$ cat src/psg_pkg.sv
// Shared types, constants and the amplitude table of the three-voice sound generator.
// Used by psg_front, psg_back and the top level; no dependencies of its own.
package psg_pkg;

    localparam int DIV_W      = 5;
    localparam int VOICE_W    = 23;
    localparam int NPER_W     = 16;
    localparam int EPER_W     = 21;
    localparam int SHAPE_W    = 4;
    localparam int CFG_DATA_W = 23;
    localparam int CFG_IDX_W  = 3;
    localparam int MIN_W      = 10;
    localparam int SAMPLE_W   = 15;
    localparam int CLK_W      = 11;
    localparam int STEP_W     = 9;
    localparam int AMP_W      = 14;
    localparam int TONE_CNT_W = 18;
    localparam int NOISE_W    = 17;
    localparam int ENV_CNT_W  = 23;

    localparam int MAX_SAMPLES     = 64;
    localparam int CNT_W           = $clog2(MAX_SAMPLES);
    localparam int QUEUE_DEPTH_DEF = 2;

    localparam logic [DIV_W-1:0]   DIVISOR_RST   = 5'd8;
    localparam logic [VOICE_W-1:0] VOICE_RST     = 23'h001000;
    localparam logic [NPER_W-1:0]  NOISE_PER_RST = 16'h0040;
    localparam logic [EPER_W-1:0]  ENV_PER_RST   = 21'h020000;

    localparam logic signed [TONE_CNT_W-1:0] TONE_CNT_RST  = 18'sh01000;
    localparam logic signed [TONE_CNT_W-1:0] NOISE_CNT_RST = 18'sh00040;
    localparam logic signed [ENV_CNT_W-1:0]  ENV_CNT_RST   = 23'sh020000;
    localparam logic [NOISE_W-1:0]           NOISE_TAPS    = 17'h14000;

    typedef enum logic [CFG_IDX_W-1:0] {
        REG_DIVISOR,
        REG_VOICE_A,
        REG_VOICE_B,
        REG_VOICE_C,
        REG_NOISE_PER,
        REG_ENV_PER,
        REG_ENV_SHAPE,
        REG_NOISE_EN
    } cfg_reg_t;

    typedef struct packed {
        logic [DIV_W-1:0]              divisor;
        logic [2:0][VOICE_W-1:0]       voice;
        logic [NPER_W-1:0]             noise_period;
        logic [EPER_W-1:0]             env_period;
        logic [SHAPE_W-1:0]            env_shape;
        logic                          noise_en;
    } cfg_t;

    typedef struct packed {
        logic go;
        logic attack;
    } env_restart_t;

    // one queued request: clock target and master clocks per sample
    typedef struct packed {
        logic [MIN_W-1:0]  min_clocks;
        logic [STEP_W-1:0] step;
    } req_t;

    function automatic logic [DIV_W-1:0] eff_divisor(input logic [DIV_W-1:0] d);
        return (d == '0) ? DIV_W'(1) : d;
    endfunction

    // logarithmic volume to amplitude
    function automatic logic [AMP_W-1:0] amp_lookup(input logic [3:0] vol);
        logic [AMP_W-1:0] a;
        case (vol)
            4'd0:    a = 14'h003C;
            4'd1:    a = 14'h0055;
            4'd2:    a = 14'h0079;
            4'd3:    a = 14'h00AB;
            4'd4:    a = 14'h00F1;
            4'd5:    a = 14'h0155;
            4'd6:    a = 14'h01E3;
            4'd7:    a = 14'h02AA;
            4'd8:    a = 14'h03C5;
            4'd9:    a = 14'h0555;
            4'd10:   a = 14'h078B;
            4'd11:   a = 14'h0AAB;
            4'd12:   a = 14'h0F16;
            4'd13:   a = 14'h1555;
            4'd14:   a = 14'h1E2B;
            default: a = 14'h2AAA;
        endcase
        return a;
    endfunction

endpackage

$ cat src/psg_fifo.sv
// Small request queue between the front and back parts of the sound generator.
// Depends on nothing; width and depth come from parameters.
module psg_fifo #(
    parameter int WIDTH = 19,
    parameter int DEPTH = 2
) (
    input  logic             clk,
    input  logic             rst_n,
    input  logic             push,
    input  logic [WIDTH-1:0] push_data,
    output logic             ready,
    input  logic             pop,
    output logic             valid,
    output logic [WIDTH-1:0] pop_data
);

    localparam int PTR_W = $clog2(DEPTH);
    localparam int CNT_W = $clog2(DEPTH + 1);

    logic [WIDTH-1:0] mem_reg [DEPTH];
    logic [PTR_W-1:0] wr_ptr_reg, wr_ptr_next;
    logic [PTR_W-1:0] rd_ptr_reg, rd_ptr_next;
    logic [CNT_W-1:0] fill_reg, fill_next;
    logic             do_push, do_pop;

    assign ready    = (fill_reg != CNT_W'(DEPTH));
    assign valid    = (fill_reg != '0);
    assign pop_data = mem_reg[rd_ptr_reg];
    assign do_push  = push && ready;
    assign do_pop   = pop && valid;

    always_comb
    begin
        wr_ptr_next = wr_ptr_reg;
        rd_ptr_next = rd_ptr_reg;
        fill_next   = fill_reg;
        if (do_push)
        begin
            wr_ptr_next = (wr_ptr_reg == PTR_W'(DEPTH - 1)) ? '0 : wr_ptr_reg + PTR_W'(1);
        end
        if (do_pop)
        begin
            rd_ptr_next = (rd_ptr_reg == PTR_W'(DEPTH - 1)) ? '0 : rd_ptr_reg + PTR_W'(1);
        end
        if (do_push && !do_pop)
        begin
            fill_next = fill_reg + CNT_W'(1);
        end
        else if (do_pop && !do_push)
        begin
            fill_next = fill_reg - CNT_W'(1);
        end
    end

    always_ff @(posedge clk or negedge rst_n)
    begin
        if (!rst_n)
        begin
            wr_ptr_reg <= '0;
            rd_ptr_reg <= '0;
            fill_reg   <= '0;
        end
        else
        begin
            wr_ptr_reg <= wr_ptr_next;
            rd_ptr_reg <= rd_ptr_next;
            fill_reg   <= fill_next;
        end
    end

    always_ff @(posedge clk)
    begin
        if (do_push)
        begin
            mem_reg[wr_ptr_reg] <= push_data;
        end
    end

endmodule

$ cat src/psg_front.sv
// Front part: takes request transfers, works out the per-sample clock step, queues them.
// Depends on psg_pkg.
module psg_front
    import psg_pkg::*;
(
    input  logic             clk,
    input  logic             rst_n,
    input  logic [DIV_W-1:0] divisor,
    input  logic             in_valid,
    output logic             in_stall,
    input  logic [MIN_W-1:0] min_clocks,
    output logic             q_push,
    output req_t             q_data,
    input  logic             q_ready
);

    logic hold_valid_reg, hold_valid_next;
    req_t hold_reg, hold_next;
    logic accept;

    assign in_stall = hold_valid_reg && !q_ready;
    assign accept   = in_valid && !in_stall;
    assign q_push   = hold_valid_reg;
    assign q_data   = hold_reg;

    always_comb
    begin
        hold_valid_next = accept || (hold_valid_reg && !q_ready);
        hold_next       = hold_reg;
        if (accept)
        begin
            hold_next.min_clocks = min_clocks;
            hold_next.step       = {eff_divisor(divisor), 4'b0000};
        end
    end

    always_ff @(posedge clk or negedge rst_n)
    begin
        if (!rst_n)
        begin
            hold_valid_reg <= 1'b0;
        end
        else
        begin
            hold_valid_reg <= hold_valid_next;
        end
    end

    always_ff @(posedge clk)
    begin
        hold_reg <= hold_next;
    end

endmodule

$ cat src/psg_back.sv
// Back part: sample engine with envelope, noise and tone generators and the mixer.
// Pops requests from the queue and drives the output register. Depends on psg_pkg.
module psg_back
    import psg_pkg::*;
(
    input  logic                clk,
    input  logic                rst_n,
    input  cfg_t                cfg,
    input  env_restart_t        restart,
    input  logic                q_valid,
    input  req_t                q_data,
    output logic                q_pop,
    output logic                out_valid,
    input  logic                out_stall,
    output logic [SAMPLE_W-1:0] sample,
    output logic                last_sample,
    output logic [CLK_W-1:0]    clocks_used
);

    typedef enum logic [1:0] {ST_IDLE, ST_SUB, ST_ARM, ST_MIX} state_t;

    typedef struct packed {
        logic [3:0] level;
        logic       idle;
        logic       rising;
    } env_t;

    function automatic env_t env_step(input env_t cur, input logic [SHAPE_W-1:0] shape);
        env_t nxt;
        logic wrap;
        nxt  = cur;
        wrap = cur.rising ? (cur.level == 4'hF) : (cur.level == 4'h0);
        if (!cur.idle)
        begin
            if (!wrap)
            begin
                nxt.level = cur.rising ? cur.level + 4'd1 : cur.level - 4'd1;
            end
            else if (!shape[3])
            begin
                nxt.level = 4'h0;
                nxt.idle  = 1'b1;
            end
            else if (shape[0])
            begin
                nxt.level = (cur.rising == shape[1]) ? 4'h0 : 4'hF;
                nxt.idle  = 1'b1;
            end
            else
            begin
                nxt.rising = cur.rising ^ shape[1];
                nxt.level  = nxt.rising ? 4'h0 : 4'hF;
            end
        end
        return nxt;
    endfunction

    state_t                        state_reg, state_next;
    req_t                          req_reg, req_next;
    logic [CLK_W-1:0]              total_reg, total_next;
    logic [CNT_W-1:0]              count_reg, count_next;
    logic signed [ENV_CNT_W-1:0]   env_cnt_reg, env_cnt_next;
    env_t                          env_reg, env_next;
    logic signed [TONE_CNT_W-1:0]  noise_cnt_reg, noise_cnt_next;
    logic [NOISE_W-1:0]            noise_shift_reg, noise_shift_next;
    logic                          noise_bit_reg, noise_bit_next;
    logic signed [TONE_CNT_W-1:0]  tone_cnt_reg [3];
    logic signed [TONE_CNT_W-1:0]  tone_cnt_next [3];
    logic [2:0]                    tone_lvl_reg, tone_lvl_next;
    logic                          out_valid_reg, out_valid_next;
    logic [SAMPLE_W-1:0]           sample_reg, sample_next;
    logic                          last_reg, last_next;
    logic [CLK_W-1:0]              clocks_reg, clocks_next;

    logic [DIV_W-1:0]  div;
    logic [EPER_W-1:0] env_per;
    logic [NPER_W-1:0] noise_per;
    logic [NPER_W-1:0] tone_per [3];
    logic              env_due, noise_due;
    logic [2:0]        tone_due;
    logic [SAMPLE_W-1:0] mix_sum;
    logic [3:0]        vol;
    logic              gate;
    logic [CLK_W-1:0]  total_sum;
    logic              is_last;
    logic              out_free;

    assign div       = eff_divisor(cfg.divisor);
    assign env_per   = (cfg.env_period == '0) ? EPER_W'(1) : cfg.env_period;
    assign noise_per = (cfg.noise_period == '0) ? NPER_W'(1) : cfg.noise_period;
    assign env_due   = env_cnt_reg[ENV_CNT_W-1] || (env_cnt_reg == '0);
    assign noise_due = noise_cnt_reg[TONE_CNT_W-1] || (noise_cnt_reg == '0);
    assign out_free  = !out_valid_reg || !out_stall;
    assign total_sum = total_reg + CLK_W'(req_reg.step);
    assign is_last   = (total_sum >= CLK_W'(req_reg.min_clocks))
                       || (count_reg == CNT_W'(MAX_SAMPLES - 1));

    assign q_pop       = (state_reg == ST_IDLE) && q_valid;
    assign out_valid   = out_valid_reg;
    assign sample      = sample_reg;
    assign last_sample = last_reg;
    assign clocks_used = clocks_reg;

    always_comb
    begin
        for (int v = 0; v < 3; v++)
        begin
            tone_per[v] = (cfg.voice[v][15:0] == '0) ? NPER_W'(1) : cfg.voice[v][15:0];
            tone_due[v] = tone_cnt_reg[v][TONE_CNT_W-1] || (tone_cnt_reg[v] == '0);
        end
    end

    // mixer: gate each voice, pick volume, map and add
    always_comb
    begin
        mix_sum = '0;
        vol     = '0;
        gate    = 1'b0;
        for (int v = 0; v < 3; v++)
        begin
            gate = (cfg.voice[v][21] | tone_lvl_reg[v]) & (cfg.voice[v][22] | noise_bit_reg);
            vol  = !gate ? 4'h0 : (cfg.voice[v][20] ? env_reg.level : cfg.voice[v][19:16]);
            mix_sum = mix_sum + SAMPLE_W'(amp_lookup(vol));
        end
    end

    always_comb
    begin
        state_next       = state_reg;
        req_next         = req_reg;
        total_next       = total_reg;
        count_next       = count_reg;
        env_cnt_next     = env_cnt_reg;
        env_next         = env_reg;
        noise_cnt_next   = noise_cnt_reg;
        noise_shift_next = noise_shift_reg;
        noise_bit_next   = noise_bit_reg;
        tone_cnt_next    = tone_cnt_reg;
        tone_lvl_next    = tone_lvl_reg;
        out_valid_next   = out_valid_reg;
        sample_next      = sample_reg;
        last_next        = last_reg;
        clocks_next      = clocks_reg;

        if (out_valid_reg && !out_stall)
        begin
            out_valid_next = 1'b0;
        end

        case (state_reg)
            ST_IDLE:
            begin
                if (q_valid)
                begin
                    req_next   = q_data;
                    total_next = '0;
                    count_next = '0;
                    state_next = ST_SUB;
                end
            end
            ST_SUB:
            begin
                env_cnt_next   = env_cnt_reg - $signed(ENV_CNT_W'(div));
                noise_cnt_next = noise_cnt_reg - $signed(TONE_CNT_W'(div));
                for (int v = 0; v < 3; v++)
                begin
                    tone_cnt_next[v] = tone_cnt_reg[v] - $signed(TONE_CNT_W'(div));
                end
                state_next = ST_ARM;
            end
            ST_ARM:
            begin
                // one re-arm addition per counter per cycle until all are positive
                if (env_due)
                begin
                    env_cnt_next = env_cnt_reg + $signed(ENV_CNT_W'(env_per));
                    env_next     = env_step(env_reg, cfg.env_shape);
                end
                if (noise_due)
                begin
                    noise_cnt_next = noise_cnt_reg + $signed(TONE_CNT_W'(noise_per));
                    if (cfg.noise_en)
                    begin
                        noise_shift_next = (noise_shift_reg >> 1)
                                           ^ (noise_bit_reg ? NOISE_TAPS : '0);
                        noise_bit_next   = noise_shift_next[0];
                    end
                end
                for (int v = 0; v < 3; v++)
                begin
                    if (tone_due[v])
                    begin
                        tone_cnt_next[v] = tone_cnt_reg[v] + $signed(TONE_CNT_W'(tone_per[v]));
                        tone_lvl_next[v] = ~tone_lvl_reg[v];
                    end
                end
                if (!env_due && !noise_due && (tone_due == '0))
                begin
                    state_next = ST_MIX;
                end
            end
            ST_MIX:
            begin
                if (out_free)
                begin
                    out_valid_next = 1'b1;
                    sample_next    = mix_sum;
                    last_next      = is_last;
                    clocks_next    = total_sum;
                    total_next     = total_sum;
                    count_next     = count_reg + CNT_W'(1);
                    state_next     = is_last ? ST_IDLE : ST_SUB;
                end
            end
            default:
            begin
                state_next = ST_IDLE;
            end
        endcase

        // shape write restarts the envelope
        if (restart.go)
        begin
            env_next.rising = restart.attack;
            env_next.level  = restart.attack ? 4'h0 : 4'hF;
            env_next.idle   = 1'b0;
            env_cnt_next    = $signed(ENV_CNT_W'(env_per));
        end
    end

    always_ff @(posedge clk or negedge rst_n)
    begin
        if (!rst_n)
        begin
            state_reg       <= ST_IDLE;
            req_reg         <= '0;
            total_reg       <= '0;
            count_reg       <= '0;
            env_cnt_reg     <= ENV_CNT_RST;
            env_reg         <= '{level: 4'h0, idle: 1'b1, rising: 1'b0};
            noise_cnt_reg   <= NOISE_CNT_RST;
            noise_shift_reg <= NOISE_W'(1);
            noise_bit_reg   <= 1'b1;
            for (int v = 0; v < 3; v++)
            begin
                tone_cnt_reg[v] <= TONE_CNT_RST;
            end
            tone_lvl_reg    <= '0;
            out_valid_reg   <= 1'b0;
            sample_reg      <= '0;
            last_reg        <= 1'b0;
            clocks_reg      <= '0;
        end
        else
        begin
            state_reg       <= state_next;
            req_reg         <= req_next;
            total_reg       <= total_next;
            count_reg       <= count_next;
            env_cnt_reg     <= env_cnt_next;
            env_reg         <= env_next;
            noise_cnt_reg   <= noise_cnt_next;
            noise_shift_reg <= noise_shift_next;
            noise_bit_reg   <= noise_bit_next;
            tone_cnt_reg    <= tone_cnt_next;
            tone_lvl_reg    <= tone_lvl_next;
            out_valid_reg   <= out_valid_next;
            sample_reg      <= sample_next;
            last_reg        <= last_next;
            clocks_reg      <= clocks_next;
        end
    end

endmodule

$ cat src/psg_three_tone_noise_envelope.sv
// Top level of the three-voice sound generator: configuration registers,
// front part, request queue and sample engine. Depends on psg_pkg, psg_front,
// psg_fifo and psg_back.
//
// Usage: each input transfer carries min_clocks, the number of master clocks
// to cover. The block answers with one or more sample transfers, each covering
// 16 x clock_divisor master clocks; clocks_used gives the running total and
// last_sample marks the final sample of the request. Configuration is written
// through cfg_write / cfg_index / cfg_data while no request is in flight;
// writing the envelope shape restarts the envelope.
// Timing: an accepted input transfer is registered in the front part, then
// written into the queue, and the engine pops it while idle. Each sample then
// passes through ST_SUB, ST_ARM and ST_MIX, where ST_ARM repeats until no
// counter needs another re-arm addition (at most the divisor of them, so at
// most 31); all five counters re-arm in parallel, one addition a cycle, and
// ST_MIX waits while the output is stalled. The engine takes the next request
// from the queue only after the last sample of the current one.
// Reset puts the configuration registers and generators at their power-up values, with an
// empty queue and no pending output. A stalled output holds its sample; the
// engine waits for it, the queue fills, and then in_stall rises.
module psg_three_tone_noise_envelope
    import psg_pkg::*;
#(
    parameter int QUEUE_DEPTH = QUEUE_DEPTH_DEF
) (
    input  logic                  clk,
    input  logic                  rst_n,
    input  logic                  cfg_write,
    input  logic [CFG_IDX_W-1:0]  cfg_index,
    input  logic [CFG_DATA_W-1:0] cfg_data,
    input  logic                  in_valid,
    output logic                  in_stall,
    input  logic [MIN_W-1:0]      min_clocks,
    output logic                  out_valid,
    input  logic                  out_stall,
    output logic [SAMPLE_W-1:0]   sample,
    output logic                  last_sample,
    output logic [CLK_W-1:0]      clocks_used
);

    cfg_t         cfg_reg, cfg_next;
    env_restart_t restart;
    logic         q_push, q_ready, q_pop, q_valid;
    req_t         q_in, q_out;

    always_comb
    begin
        cfg_next = cfg_reg;
        if (cfg_write)
        begin
            case (cfg_reg_t'(cfg_index))
                REG_DIVISOR:   cfg_next.divisor      = cfg_data[DIV_W-1:0];
                REG_VOICE_A:   cfg_next.voice[0]     = cfg_data[VOICE_W-1:0];
                REG_VOICE_B:   cfg_next.voice[1]     = cfg_data[VOICE_W-1:0];
                REG_VOICE_C:   cfg_next.voice[2]     = cfg_data[VOICE_W-1:0];
                REG_NOISE_PER: cfg_next.noise_period = cfg_data[NPER_W-1:0];
                REG_ENV_PER:   cfg_next.env_period   = cfg_data[EPER_W-1:0];
                REG_ENV_SHAPE: cfg_next.env_shape    = cfg_data[SHAPE_W-1:0];
                REG_NOISE_EN:  cfg_next.noise_en     = cfg_data[0];
                default:       cfg_next = cfg_reg;
            endcase
        end
    end

    assign restart.go     = cfg_write && (cfg_reg_t'(cfg_index) == REG_ENV_SHAPE);
    assign restart.attack = cfg_data[2];

    always_ff @(posedge clk or negedge rst_n)
    begin
        if (!rst_n)
        begin
            cfg_reg.divisor      <= DIVISOR_RST;
            cfg_reg.voice        <= {VOICE_RST, VOICE_RST, VOICE_RST};
            cfg_reg.noise_period <= NOISE_PER_RST;
            cfg_reg.env_period   <= ENV_PER_RST;
            cfg_reg.env_shape    <= '0;
            cfg_reg.noise_en     <= 1'b0;
        end
        else
        begin
            cfg_reg <= cfg_next;
        end
    end

    psg_front u_front (
        .clk        (clk),
        .rst_n      (rst_n),
        .divisor    (cfg_reg.divisor),
        .in_valid   (in_valid),
        .in_stall   (in_stall),
        .min_clocks (min_clocks),
        .q_push     (q_push),
        .q_data     (q_in),
        .q_ready    (q_ready)
    );

    psg_fifo #(
        .WIDTH ($bits(req_t)),
        .DEPTH (QUEUE_DEPTH)
    ) u_queue (
        .clk       (clk),
        .rst_n     (rst_n),
        .push      (q_push),
        .push_data (q_in),
        .ready     (q_ready),
        .pop       (q_pop),
        .valid     (q_valid),
        .pop_data  (q_out)
    );

    psg_back u_back (
        .clk         (clk),
        .rst_n       (rst_n),
        .cfg         (cfg_reg),
        .restart     (restart),
        .q_valid     (q_valid),
        .q_data      (q_out),
        .q_pop       (q_pop),
        .out_valid   (out_valid),
        .out_stall   (out_stall),
        .sample      (sample),
        .last_sample (last_sample),
        .clocks_used (clocks_used)
    );

endmodule
$ cat config.mk
export PLATFORM = sky130hd
export DESIGN_NAME = psg_three_tone_noise_envelope
export DESIGN_NICKNAME = d
export VERILOG_FILES = /design/src/psg_pkg.sv /design/src/psg_fifo.sv /design/src/psg_front.sv /design/src/psg_back.sv /design/src/psg_three_tone_noise_envelope.sv
export SDC_FILE = /design/constraint.sdc
export NUM_CORES = 1
export LEC_CHECK = 0
export BUFFER_PORTS_ARGS = -buffer_cell sky130_fd_sc_hd__buf_2
export CORE_ASPECT_RATIO = 0.9
export CORE_MARGIN = 3
export CORE_UTILIZATION = 40
export DETAILED_ROUTE_END_ITERATION = 12
export MAX_ROUTING_LAYER = met4
export PLACE_DENSITY = 0.66
export SLEW_MARGIN = 20
export SYNTH_ARGS = -nofsm -noshare
export SYNTH_HDL_FRONTEND = slang
export SYNTH_SLANG_ARGS = --single-unit
export TNS_END_PERCENT = 30
$ cat constraint.sdc
create_clock -name clk -period 4.2 [get_ports clk]
set_clock_uncertainty 0.2 [all_clocks]
set_input_delay 0.42 -clock clk [delete_from_list [all_inputs] [get_ports clk]]
set_output_delay 0.42 -clock clk [all_outputs]
set_load 0.05 [all_outputs]
==> impl_metrics.py <==
metrics = {
    "placed_design": {
        "place_hpwl_mm": 38.42,
        "placed_area_sq_um": 22740,
        "gp_congestion": 0.9167,
        "port_buffers": 65,
    },
    "global_route": {
        "gr-total-overflow": 0,
        "grt_use_met2": 0.3145,
        "grt.met3_usage": 0.03180,
        "grt_pass1_vias": 16310,
        "grt_max_degree": 107,
        "busiest_layer": "met2",
        "track_usage": 0.1993,
        "grt_use_met1": 0.2682,
        "grt_pass1_wl_mm": 85.85,
        "grt_antenna_before_repair": 2,
    },
    "critical_path": {
        "start_kind": "flip-flop",
        "required_ns": 4.43,
        "cp.buffers_inverters": 3,
        "critPathMaxFanout": 4,
        "cpPeakStageDelay_ns": 0.56,
        "cp.depth": 19,
        "crit_family": "compound AO/OA/AOI/OAI gates",
        "worst_path_max_delay_cell": "fa_1",
        "crit_arrival_ns": 4.38,
        "critical_path_class": "flip-flop to flip-flop",
        "crit_chain": "buf_4 > mux2_4 > nand2_2 > inv_1 > ha_2 > a22oi_2 > o22ai_2 > fa_1 > inv_1 > ha_2 > fa_2 > a21o_1 > a21oi_2 > o21bai_1 > a21oi_2 > o21bai_2 > a211oi_2 > nor3_2 > o31a_1",
        "end_kind": "flip-flop",
        "reg2regPathDepth": 19,
    },
    "routing": {
        "drt_iter0_markers": 1075,
        "ant_nets": 0,
        "wl_per_cell_microns": 17.66,
        "firstDrtPassIters": 5,
        "finalWirelength_mm": 53.31,
        "drc_errors": 0,
        "via_per_inst": 5.429,
        "vias": 16390,
    },
    "clock_network": {
        "clock_path_buffers": 3,
        "insertion_delay_ns": 0.56,
        "root_buffer": "clkbuf_16",
        "cts_tree": "built",
        "cts_max_level": 2,
        "cts_buffers": 39,
        "clock-sinks": 340,
        "clkTransAtPathRegs_ns": 0.06,
    },
    "finish": {
        "nNetsFinal": 2508,
        "layout_common_cells": "278 x dfrtp_1, 211 x nand2_1, 162 x buf_4",
        "drive_gt1_frac": 0.2392,
        "largest_reg_flops": 115,
        "fin_util": 0.4904,
        "fillers": 4613,
        "final_common_cell": "dfrtp_1",
        "syn_to_final_growth_pct": 20.42,
        "final_area_sq_um": 24890,
    },
    "timing": {
        "slew-limit-headroom": 0.3476,
        "post-route-period-util": 0.9887,
        "tightest_slew_ns": 0.9683,
        "rsz0062_at_grt": "yes",
        "setup_viol": 0,
        "hold_violations": 0,
        "fmaxAchievable_mhz": 240.8,
        "fin_hold_ws_ns": 0.02651,
        "final.min_clock_period_ns": 4.152,
        "drv_slew": 0,
    },
    "synthesis": {
        "yosys_register_bits": 340,
        "syn_area_per_cell_sq_um": 9.913,
        "ys_seq_area_frac": 0.4233,
        "syn_inst": 2085,
        "yosysUniqueCellTypes": 78,
        "yosys_warnings": 0,
        "synth_top_area_share": 0.3414,
        "yosysTopAreaCell": "dfrtp_1",
        "ys.flop_type": "dfrtp_1",
        "synth_edf_count": 45,
        "synth_area_leaders": "dfrtp_1 34%, ha_1 8.4%, mux2_2 8.1%, edfxtp_1 6.5%, nand2_1 3.9%",
        "async_flop_share": 0.8676,
        "synth_area_sq_um": 20670,
    },
    "min_path": {
        "hold_class": "input port to flip-flop",
        "hold_depth": 2,
    },
    "die": {
        "die_area_sq_um": 54440,
        "io_pins": 70,
        "die_y_microns": 221.7,
        "start_util": 0.4073,
        "dieWidth_microns": 245.6,
        "fp.coreArea_sq_um": 50750,
        "num_rows": 78,
    },
    "job": {
        "cap_violations": 0,
    },
    "power": {
        "power.density_nw_per_um2": 955.5,
        "vdd_drop_max_mv": 0.5968,
        "p_leak_nw": 11.14,
    },
    "run_status": {
        "status": "finished clean",
    },
}
## cell families after synthesis
logic type	count (synthesis)	share of synthesized area
AOI/OAI and AO/OA	518	0.1590
buffers and inverters	182	0.03396
muxes	183	0.09783
other	1	0.0001814
DFF	340	0.4233
adders and majority gates	160	0.1048
and+or+nand+nor	606	0.1406
xor gates and xnor gates	95	0.04026
## what timing repair did
| item | CTS | global route |
|---|---|---|
| setup endpoints to repair | 14 | 34 |
| hold endpoints to repair | 134 | 0 |
| hold buffers | 21 | 0 |
| gates resized for setup | 18 | 85 |
| buffers inserted | 9 | 20 |
| pin swaps | 9 | 39 |
## layout make-up
cell class	instances	area (sq um)	area share
Clock inverter	15	219.0	0.008797
Timing Repair Buffer	258	1909	0.07671
Tap cell	680	850.8	0.03418
Sequential cell	340	8755	0.3517
Multi-Input combinational cell	1566	11700	0.4699
Clock buffer	56	1071	0.04303
Antenna cell	2	5.005	0.0002011
Inverter	102	382.9	0.01538
## worst register-to-register path: cells and delay by family (launching register included)
family,cells,cell delay [ns]
fa+ha+maj,4,1.29
mux,1,0.26
buf+inv,3,0.25
simple gates,2,0.15
compound gates,9,1.47
flops,1,0.42
## worst paths after layout
path,from,endpoint,slack (ns)
max,u_back.env_reg[2],u_back.sample[13],0.05
min,cfg_data[16],cfg_reg[58],0.03
max reg2reg,u_back.env_reg[2],u_back.sample[13],0.05
min reg2reg,u_front.q_data[16],u_queue.mem_reg[1][12],0.25
max in group asynchronous,rst_n,u_back.tone_cnt_reg[30],2.51
min in group asynchronous,rst_n,u_back.req_reg[11],0.31
## report_power, final
part | leakage, nW | internal, mW | switching [mW]
logic | 6.49 | 6.72 | 8.09
registers | 4.02 | 4.58 | 0.917
clock network | 0.628 | 2.09 | 1.39
## stage by stage
step | std cells | worst slack, ns | setup TNS [ns] | total power [mW]
after floorplan | 2088 | -0.03931 | -0.06544 | 15.34
after global placement | 2897 | -0.1118 | -0.2370 | 18.89
after detailed placement | 2897 | -0.1668 | -0.8445 | 19.30
after CTS | 2998 | -0.002736 | -0.002736 | 23.16
after global routing | 3019 | -0.1676 | -0.9994 | 25.86
final | 3019 | 0.04751 | 0 | 23.78
## cells in the mapped netlist, types with 11 or more instances
library cell and instances:
fa_1 22, a31oi_1 21, or3_1 15, o21bai_1 15, and3_1 28, nor4_1 44
nor3_1 26, nand4_1 14, nand2_1 217, nand3_1 28, o211ai_1 16, mux2i_1 34
o22ai_1 11, a21oi_1 133, dfstp_2 13, a211oi_1 18, mux2_2 148, inv_1 102
nor2b_1 14, o21ai_0 147, nor3b_1 12, nand2b_1 57, clkbuf_1 64, xnor2_1 58
edfxtp_1 45, xor2_1 37, a21o_1 56, ha_1 138, dfrtp_1 282, nor2_1 128
## per-layer routing
metal	part of all wire	wire (microns)
met1	0.47	25120
met4	0.021	1094
met5	0	0
met2	0.46	24700
met3	0.045	2400
Note: power is estimated with default switching activity, not from simulation.
